[config.mk]
export PLATFORM = sky130hd
export DESIGN_NAME = fifo_page_replacement_core
export DESIGN_NICKNAME = d
export VERILOG_FILES = /design/src/sv/fpr_pkg.sv /design/src/sv/fpr_frame_store.sv /design/src/sv/fpr_sequencer.sv /design/src/sv/fifo_page_replacement_core.sv
export SDC_FILE = /design/constraint.sdc
export NUM_CORES = 1
export LEC_CHECK = 0
export ABC_AREA = 1
export BUFFER_PORTS_ARGS = -buffer_cell sky130_fd_sc_hd__buf_2
export CORE_MARGIN = 10
export CORE_UTILIZATION = 42
export DETAILED_ROUTE_END_ITERATION = 7
export PLACE_DENSITY_LB_ADDON = 0.25
export SYNTH_ARGS = -nofsm -noshare
export SYNTH_HDL_FRONTEND = slang
export SYNTH_SLANG_ARGS = --single-unit
[constraint.sdc]
create_clock -name clk -period 4.43 [get_ports clk]
set_input_delay 0.6645 -clock clk [delete_from_list [all_inputs] [get_ports clk]]
set_output_delay 0.6645 -clock clk [all_outputs]
set_load 0.02 [all_outputs]
[src/sv/fpr_pkg.sv]
// shared types, constants and helpers for the fifo page replacement block
// no dependencies
package fpr_pkg;

  localparam int MAX_FRAMES = 16;
  localparam int PAGE_BITS  = 16;
  localparam int FRAME_W    = $clog2(MAX_FRAMES);
  localparam int CNT_W      = FRAME_W + 1;
  localparam int FAULT_W    = 16;
  localparam int CFG_W      = 5;

  localparam logic [CNT_W-1:0]   MAX_FRAMES_C = CNT_W'(MAX_FRAMES);
  localparam logic [FAULT_W-1:0] FAULT_MAX    = {FAULT_W{1'b1}};
  localparam logic [CFG_W-1:0]   CFG_RESET    = CFG_W'(4);

  typedef struct packed {
    logic [15:0] page_number;
    logic        last_reference;
  } in_item_t;

  typedef struct packed {
    logic        hit;
    logic [3:0]  frame_index;
    logic        evicted_valid;
    logic [15:0] evicted_page;
    logic [15:0] fault_total;
    logic        trace_end;
  } out_item_t;

  // sequencer to frame store
  typedef struct packed {
    logic [FRAME_W-1:0]   rd_addr;
    logic                 wr_en;
    logic [FRAME_W-1:0]   wr_addr;
    logic [PAGE_BITS-1:0] wr_data;
    logic                 clear;
  } store_ctrl_t;

  // frame store to sequencer, registered read
  typedef struct packed {
    logic [PAGE_BITS-1:0] rd_data;
    logic                 rd_valid;
  } store_resp_t;

  typedef enum logic [1:0] {
    ST_IDLE,
    ST_SCAN,
    ST_RESOLVE
  } seq_state_t;

  // clamp the configured frame count into 1..MAX_FRAMES
  function automatic logic [CNT_W-1:0] active_frames(input logic [CFG_W-1:0] cfg);
    logic [CNT_W-1:0] n;
    n = CNT_W'(cfg);
    if (cfg == '0) begin
      n = CNT_W'(1);
    end else if (CNT_W'(cfg) > MAX_FRAMES_C || cfg > CFG_W'(MAX_FRAMES)) begin
      n = MAX_FRAMES_C;
    end
    return n;
  endfunction

endpackage

[src/sv/fpr_frame_store.sv]
// page frame memory with per-frame valid flops
// depends on fpr_pkg
module fpr_frame_store
  import fpr_pkg::*;
(
  input  logic        clk,
  input  logic        rst,
  input  store_ctrl_t ctrl,
  output store_resp_t resp
);

  logic [PAGE_BITS-1:0] mem [MAX_FRAMES];
  logic [MAX_FRAMES-1:0] valid;

  // page memory and valid flag, one write and one registered read per cycle
  always_ff @(posedge clk) begin
    if (ctrl.wr_en) begin
      mem[ctrl.wr_addr] <= ctrl.wr_data;
    end
    resp.rd_data <= mem[ctrl.rd_addr];
    if (rst) begin
      resp.rd_valid <= 1'b0;
    end else begin
      resp.rd_valid <= valid[ctrl.rd_addr];
    end
  end

  // valid bits, a trace clear wins over a fill
  always_ff @(posedge clk) begin
    if (rst || ctrl.clear) begin
      valid <= '0;
    end else if (ctrl.wr_en) begin
      valid[ctrl.wr_addr] <= 1'b1;
    end
  end

endmodule

[src/sv/fpr_sequencer.sv]
// scan sequencer: one frame compare per cycle, then a resolve state
// depends on fpr_pkg, drives fpr_frame_store through store_ctrl_t
module fpr_sequencer
  import fpr_pkg::*;
(
  input  logic             clk,
  input  logic             rst,
  input  logic             start,
  input  in_item_t         item,
  input  logic             cfg_we,
  input  logic [CFG_W-1:0] cfg_data,
  input  store_resp_t      resp,
  output store_ctrl_t      ctrl,
  output logic             busy,
  output logic             done,
  output out_item_t        result
);

  seq_state_t state, state_next;

  logic [CFG_W-1:0]     frames_in_use;
  logic [FRAME_W-1:0]   oldest_pointer;
  logic [FAULT_W-1:0]   fault_counter;

  logic [CNT_W-1:0]     cnt;
  logic [CNT_W-1:0]     n_act;
  logic [PAGE_BITS-1:0] page;
  logic                 last;
  logic                 found;
  logic [FRAME_W-1:0]   hit_slot;
  logic                 empty_found;
  logic [FRAME_W-1:0]   empty_slot;
  logic [FRAME_W-1:0]   victim;
  logic [PAGE_BITS-1:0] ev_page;

  logic [CNT_W-1:0]     n_start;
  logic [FRAME_W-1:0]   victim_start;
  logic                 accept;
  logic                 scan_last;
  logic [FRAME_W-1:0]   cmp_idx;
  logic                 cmp_hit;
  logic                 miss;
  logic                 evict;
  logic [FRAME_W-1:0]   slot;
  logic [FAULT_W-1:0]   fault_next;
  logic [CNT_W-1:0]     victim_inc;
  logic [FRAME_W-1:0]   pointer_next;
  out_item_t            result_next;

  assign accept       = start && (state == ST_IDLE);
  assign n_start      = active_frames(frames_in_use);
  assign victim_start = (CNT_W'(oldest_pointer) < n_start) ? oldest_pointer : '0;
  assign scan_last    = (cnt == n_act);
  assign cmp_idx      = cnt[FRAME_W-1:0] - FRAME_W'(1);
  assign cmp_hit      = (cnt != '0) && resp.rd_valid && (resp.rd_data == page);

  // next state
  always_comb begin
    state_next = state;
    unique case (state)
      ST_IDLE:    if (accept) state_next = ST_SCAN;
      ST_SCAN:    if (scan_last) state_next = ST_RESOLVE;
      ST_RESOLVE: state_next = ST_IDLE;
      default:    state_next = ST_IDLE;
    endcase
  end

  // resolve arithmetic: slot choice, fault count and pointer
  always_comb begin
    miss         = !found;
    evict        = miss && !empty_found;
    slot         = found ? hit_slot : (empty_found ? empty_slot : victim);
    fault_next   = (miss && fault_counter != FAULT_MAX) ? fault_counter + FAULT_W'(1)
                                                        : fault_counter;
    victim_inc   = CNT_W'(victim) + CNT_W'(1);
    pointer_next = (victim_inc < n_act) ? victim_inc[FRAME_W-1:0] : '0;
    result_next.hit           = found;
    result_next.frame_index   = 4'(slot);
    result_next.evicted_valid = evict;
    result_next.evicted_page  = evict ? 16'(ev_page) : '0;
    result_next.fault_total   = 16'(fault_next);
    result_next.trace_end     = last;
  end

  // outputs to the store and the handshake
  always_comb begin
    busy         = (state != ST_IDLE);
    ctrl.rd_addr = cnt[FRAME_W-1:0];
    ctrl.wr_en   = (state == ST_RESOLVE) && miss;
    ctrl.wr_addr = slot;
    ctrl.wr_data = page;
    ctrl.clear   = cfg_we || ((state == ST_RESOLVE) && last);
  end

  always_ff @(posedge clk) begin
    if (rst) begin
      state <= ST_IDLE;
    end else begin
      state <= state_next;
    end
  end

  // configuration register
  always_ff @(posedge clk) begin
    if (rst) begin
      frames_in_use <= CFG_RESET;
    end else if (cfg_we) begin
      frames_in_use <= cfg_data;
    end
  end

  // replacement pointer and fault counter, cleared on reset, on a config write and at each trace end
  always_ff @(posedge clk) begin
    if (rst || ctrl.clear) begin
      oldest_pointer <= '0;
      fault_counter  <= '0;
    end else if (state == ST_RESOLVE) begin
      fault_counter <= fault_next;
      if (evict) begin
        oldest_pointer <= pointer_next;
      end
    end
  end

  // scan bookkeeping
  always_ff @(posedge clk) begin
    if (accept) begin
      page        <= item.page_number;
      last        <= item.last_reference;
      n_act       <= n_start;
      victim      <= victim_start;
      cnt         <= '0;
      found       <= 1'b0;
      empty_found <= 1'b0;
    end else if (state == ST_SCAN) begin
      cnt <= cnt + CNT_W'(1);
      if (cnt != '0) begin
        if (cmp_hit && !found) begin
          found    <= 1'b1;
          hit_slot <= cmp_idx;
        end
        if (!resp.rd_valid && !empty_found) begin
          empty_found <= 1'b1;
          empty_slot  <= cmp_idx;
        end
        if (cmp_idx == victim) begin
          ev_page <= resp.rd_data;
        end
      end
    end
  end

  // result register and strobe
  always_ff @(posedge clk) begin
    if (rst) begin
      done <= 1'b0;
    end else begin
      done <= (state == ST_RESOLVE);
    end
  end

  always_ff @(posedge clk) begin
    if (state == ST_RESOLVE) begin
      result <= result_next;
    end
  end

endmodule

[src/sv/fifo_page_replacement_core.sv]
// top level of the fifo page replacement block
// depends on fpr_pkg, fpr_frame_store and fpr_sequencer
//
// Usage:
//   Input channel: drive item and raise start; the item is taken at a clock
//   edge where start is high and busy is low. busy stays high while the item
//   is worked on.
//   Result channel: done is high for exactly one cycle with result valid;
//   the receiver must take it then, it cannot hold the block off.
//   Configuration: cfg_we with cfg_data writes frames_in_use (0 acts as 1,
//   above 16 acts as 16) and starts a new trace; write only while idle.
//   Operation: with n active frames the sequencer compares one frame per cycle
//   against the registered read of the page memory in its scan state, then
//   picks the slot in its resolve state; done is registered from the resolve
//   state, a new item can be taken in the done cycle, and no new item is
//   taken before the last one is through.
//   Reset: synchronous rst empties all frames, zeroes the replacement
//   pointer and fault count and sets frames_in_use to 4.
//   A result with trace_end set empties the frames for the next trace.
module fifo_page_replacement_core
  import fpr_pkg::*;
(
  input  logic             clk,
  input  logic             rst,
  input  logic             start,
  input  in_item_t         item,
  output logic             busy,
  input  logic             cfg_we,
  input  logic [CFG_W-1:0] cfg_data,
  output logic             done,
  output out_item_t        result
);

  store_ctrl_t ctrl;
  store_resp_t resp;

  fpr_frame_store u_store (
    .clk  (clk),
    .rst  (rst),
    .ctrl (ctrl),
    .resp (resp)
  );

  fpr_sequencer u_seq (
    .clk      (clk),
    .rst      (rst),
    .start    (start),
    .item     (item),
    .cfg_we   (cfg_we),
    .cfg_data (cfg_data),
    .resp     (resp),
    .ctrl     (ctrl),
    .busy     (busy),
    .done     (done),
    .result   (result)
  );

endmodule

* Word-level counts from Yosys, hierarchy flattened
Memories as Yosys holds them, arrays and structs flattened. A register that Yosys moved wholly into a read port is not among the register bits. Cells that the tools add are included.
Cells by class: $add $sub $neg 4, $mul 0, div/mod/pow operators 0, order comparisons 6, equal/unequal tests 8, shifts and indexed selects 0, muxes and demuxes 15, bitwise logic cells 2, reduce and logical (&&, ||, !) cells 26
Operator list (count):
- $add 16x1->16 const B | 1
- $eq 16x16->1 | 1
- $mux 16 | 1
- $ne 16x16->1 const B | 1
- $or 16x16->16 | 1
- $mux 4 | 3
- $reduce_and 4->1 | 3
- $logic_and 1x1->1 | 10
- $lt 4x5->1 const B | 2
- $mux 5 | 2
- $reduce_and 3->1 | 2
- $add 4x1->5 const B | 1
- $add 5x1->5 const B | 1
- $eq 5x5->1 | 1
- $gt 5x5->1 const B | 1
- $logic_not 5->1 | 1
- $lt 4x5->1 | 1
- $lt 5x5->1 | 1
- $reduce_bool 5->1 | 1
- $bmux 1 s4 | 1
- $demux 1 s4 | 1
- $eq 4x4->1 | 1
- $ge 4x1->1 const B | 1
- $mux 1 | 4
- 12 further kinds | 18
Storage, ports and cells: flip-flop bits (word level) 141, latch bits 0, memory bits (writable) 256, ROM bits 0, bits of input ports 26, output and inout bits 41, logic and storage cells 85, memories 1
Memory list:
- u_store.mem | depth 16, bits a word 16, rd ports 1, clocked after memory_dff 1, wr ports 1, RTL line fpr_frame_store.sv:12 | logic [PAGE_BITS-1:0] mem [MAX_FRAMES];

* Longest topological paths before layout
depth after elaboration 7, mapped depth 13, depth with buffers taken out 13

* Cells and area by module
From an unflattened synthesis, not the netlist that was laid out.
Second synthesis, totals: cells, all modules 1478, area total of the unflattened synthesis 16948.8 µm²
Modules (own cells, without submodules):
- fpr_frame_store | times used 1, cells an instance 893, area each 11342.1 µm², seq. area each 8348.0 µm²
- fpr_sequencer | times used 1, cells an instance 585, area each 5606.6 µm², seq. area each 3373.2 µm²

* Worst setup path before layout
No wires, ideal clock.
path type reg2reg, from register u_seq.cnt[0], to register u_seq.ev_page[0], enable pin, setup time 0.409 ns, arrival time 2.824 ns, data required time 4.021 ns, path slack 1.197 ns, stages on the path, launching flop included 11, buffers on the path 4, clock period less this slack 3.233 ns, cells stage by stage dfxtp_1 -> clkbuf_2 -> inv_1 -> buf_2 -> buf_4 -> buf_2 -> ha_1 -> xnor2_1 -> nor3_1 -> nand2_1 -> nor3_1
Between the ends: longest elaborated chain between the ends 3, elaborated cells on any way between the ends 4, classes of those cells add/sub: 1; eq/ne: 1; reduce/logical: 2
RTL lines:
- start: declaration | RTL line fpr_sequencer.sv:25 | logic [CNT_W-1:0] cnt;
- start signal: assignment | RTL line fpr_sequencer.sv:136 | cnt <= cnt + CNT_W'(1);
- $sub 4x1->4 | RTL line fpr_sequencer.sv:54 | assign cmp_idx = cnt[FRAME_W-1:0] - FRAME_W'(1);
- via u_seq.cmp_idx[0] | RTL line fpr_sequencer.sv:40 | logic [FRAME_W-1:0] cmp_idx;
- $eq 4x4->1 | RTL line fpr_sequencer.sv:146 | if (cmp_idx == victim) begin
- $reduce_and 4->1 (no line)
- end signal: assignment | RTL line fpr_sequencer.sv:147 | ev_page <= resp.rd_data;
- end: declaration | RTL line fpr_sequencer.sv:34 | logic [PAGE_BITS-1:0] ev_page;
The timed path passes the listed nets, and every way through them passes these cells. A chain may end at the register's enable or synchronous reset.

* Final worst setup path
from register u_seq.cnt[0], to register u_seq.ev_page[5], enable pin
Between the ends: longest elaborated chain between the ends 3, elaborated cells on any way between the ends 4, classes of those cells add/sub: 1; eq/ne: 1; reduce/logical: 2
RTL lines (RTL line):
- $sub 4x1->4 | fpr_sequencer.sv:54
- $eq 4x4->1 | fpr_sequencer.sv:146
- $reduce_and 4->1 (no line) (*)
Mark *: on every way between the ends. The rest lies on a longest branch, timed or not.

==> out/metrics.cfg <==
[cells_and_area]
fin_area_um2=19000
n_antenna_cell=0
stdcell_count=2108
final_util=0.487
final_net_count=1594
multi_input_area_um2=4100
syn2layout_area_growth_pct=14.0
layout-drive-gt1-share=0.115
regArea_um2=11700
fill_cells=3573

[global_route]
grt_max_degree=104
grt_overflow_total=0
grt_pass1_vias=10800
antenna_found_initial=0
grt.total_usage=0.171
grt_pass1_wl_um=63100

[cts]
numCtsBuffers=43
cts.hold.buffers_added=0
cts_buffer_depth=3
cts_resized=0
postCtsSetupRepairBufs=0
cts_tree=built
clock-sinks=413
clk_latency_ns=0.58
cts_root_buf=clkbuf_16
cts.clk_slew.worst_paths_ns=0.06
h-tree-depth=2

[worst_hold_path]
whs_path_depth=1
hp-class=in2reg

[sta]
max_slew_margin=0.174
fin_crit_sh=0.653
rsz0062_at_grt=no
min_period_ns=2.89
final_max_slew_viol_count=0
hold_violations=0
fin_ws_ns=1.54
finalSetupViolCount=0
finalSetupTns_ns=0
finClkSkew_ns=0.0269
hold_slack_ns=0.254
tightest_slew_ns=1.23
fmax_ghz=0.346

[placed_design]
numPortBuffers=66
place_ws_ns=1.49
gp_congestion=0.856
hpwl_um=26300
dpl_cell_area_um2=17500
dp.cells=2028

[synth]
synth_nets=1523
synth_compound_area_frac=0.0901
yosys.area_share.simple=0.137
synth_fa_ha_area_frac=0.00903
ys_ff_latch=413
synth_top_family_by_area=simple AND/OR/NAND/NOR gates
yosys_warnings=0
synthMuxAreaShare=0
synth_area_um2=16600
synth_area_per_cell_um2=11.2
synthDistinctLibCells=35
synthXorXnorAreaFrac=0.00948
syn_inst=1485
ys_seq_area_frac=0.705

[pwr]
total_power_mw=9.02
p_per_area_nw_per_um2=476
ir_drop_v=0.000280
power.leakage_nw=7.04

[die]
chipHeight_um=219
initial_core_util=0.427
dieArea_um2=48000
ioPinCount=67
num_rows=72
die_w_um=219
coreArea_um2=38900

[worst_setup_path]
r2r_cells=6
crit_path_start_kind=register
worstPathArrival_ns=3.07
path_class=reg2reg
cp.required_ns=4.61
crit_fanout=38
end_kind=register

[drt]
routed_via_density=5.24
first_iter_violations=882
via_count=11100
ant_nets=0
wl_per_cell_um=19.6
totalWireLength_um=41300
drc=0
firstDrtPassIters=7

[status]
status=completed

[flow_run]
maxCapViolations=0

critical path, cell delays in order, from the launching register on:
cell,delay [ns]
dfxtp_4,0.34
clkinv_2,0.37
ha_1,0.49
xnor2_1,0.14
nor3_1,0.19
nand2_1,0.09
nor3_2,0.87
state kept, by name (all words and copies together), names as in the netlist, 16 cells and up:
register             cells
u_seq.result            39
u_seq.page              16
u_store.resp            17
u_seq.ev_page           16
u_store.mem            256
u_store.valid           16
u_seq.fault_counter     16
kinds of logic (layout without fill, tap and decap cells):
logic type	Yosys count	count (layout)
adders and majority gates	12	12
buffers and inverters	206	311
DFF	413	413
and+or+nand+nor	558	558
AOI/OAI and AO/OA	278	278
xor gates and xnor gates	18	18
area by class of cell:
cell class,count,area share
inverters,142,0.0282
flip-flops and latches,413,0.619
clock buffers,61,0.0651
well taps,518,0.0342
clock inverters,18,0.0104
multi-input cells,866,0.216
repair buffers,90,0.0269
cells in the final DEF, fill, tap and decap left out, types with 36 or more instances in the layout:
master / count
dfxtp_1: 66
inv_1: 132
o22ai_1: 65
o21ai_0: 158
nand3_1: 36
a21oi_1: 47
nand2_1: 242
edfxtp_1: 345
nor2_1: 228
clkbuf_16: 43
buf_2: 66
where the power goes:
part           internal (mW)  leakage (nW)  switching [mW]  total (mW)
Combinational          0.278          2.64           0.684       0.963
Sequential              4.32          3.69          0.0989        4.42
Clock                   2.13         0.708            1.50        3.64
layer usage:
metal / share of wire / vias up / GRT usage / wire length, µm
met2: 0.47 / 371 / 0.276 / 19300
met3: 0.068 / 58 / 0.0366 / 2810
met1: 0.44 / 5353 / 0.224 / 18000
met5: 0 / - / 0 / 0
met4: 0.026 / 0 / 0.0575 / 1090
li1: - / 5268 / - / -
final timing paths:
path | startpoint | to | slack, ns
worst max-delay path | u_seq.cnt[0]$_SDFFE_PP0P_ | u_seq.ev_page[5]$_DFFE_PP_ | 1.54
worst min-delay path | item[5] | u_seq.page[4]$_DFFE_PP_ | 0.25
worst max register to register | u_seq.cnt[0]$_SDFFE_PP0P_ | u_seq.ev_page[5]$_DFFE_PP_ | 1.54
worst min register to register | u_store.resp[8]$_DFF_P_ | u_seq.ev_page[7]$_DFFE_PP_ | 0.44
synthesized netlist by cell type (all sizes together):
| cell type | number | area share |
|---|---|---|
| clkbuf | 35 | 0.0081 |
| nor3 | 10 | 0.0044 |
| o21ai | 162 | 0.050 |
| buf | 29 | 0.0092 |
| nand4 | 28 | 0.011 |
| nor2 | 233 | 0.053 |
| a22oi | 1 | 0.00045 |
| a21o | 2 | 0.00090 |
| ha | 12 | 0.0090 |
| o22ai | 65 | 0.024 |
| nand2 | 242 | 0.055 |
| nor4 | 1 | 0.00038 |
| and2 | 1 | 0.00038 |
| inv | 140 | 0.032 |
| edfxtp | 345 | 0.62 |
| and3 | 1 | 0.00038 |
| nand3 | 36 | 0.011 |
| xor2 | 11 | 0.0058 |
| a21oi | 47 | 0.014 |
| xnor2 | 7 | 0.0037 |
| o2111ai | 1 | 0.00053 |
| dfxtp | 68 | 0.082 |
| or2 | 6 | 0.0023 |
| clkinv | 2 | 0.00045 |
Note: power is estimated with default switching activity, not from simulation.
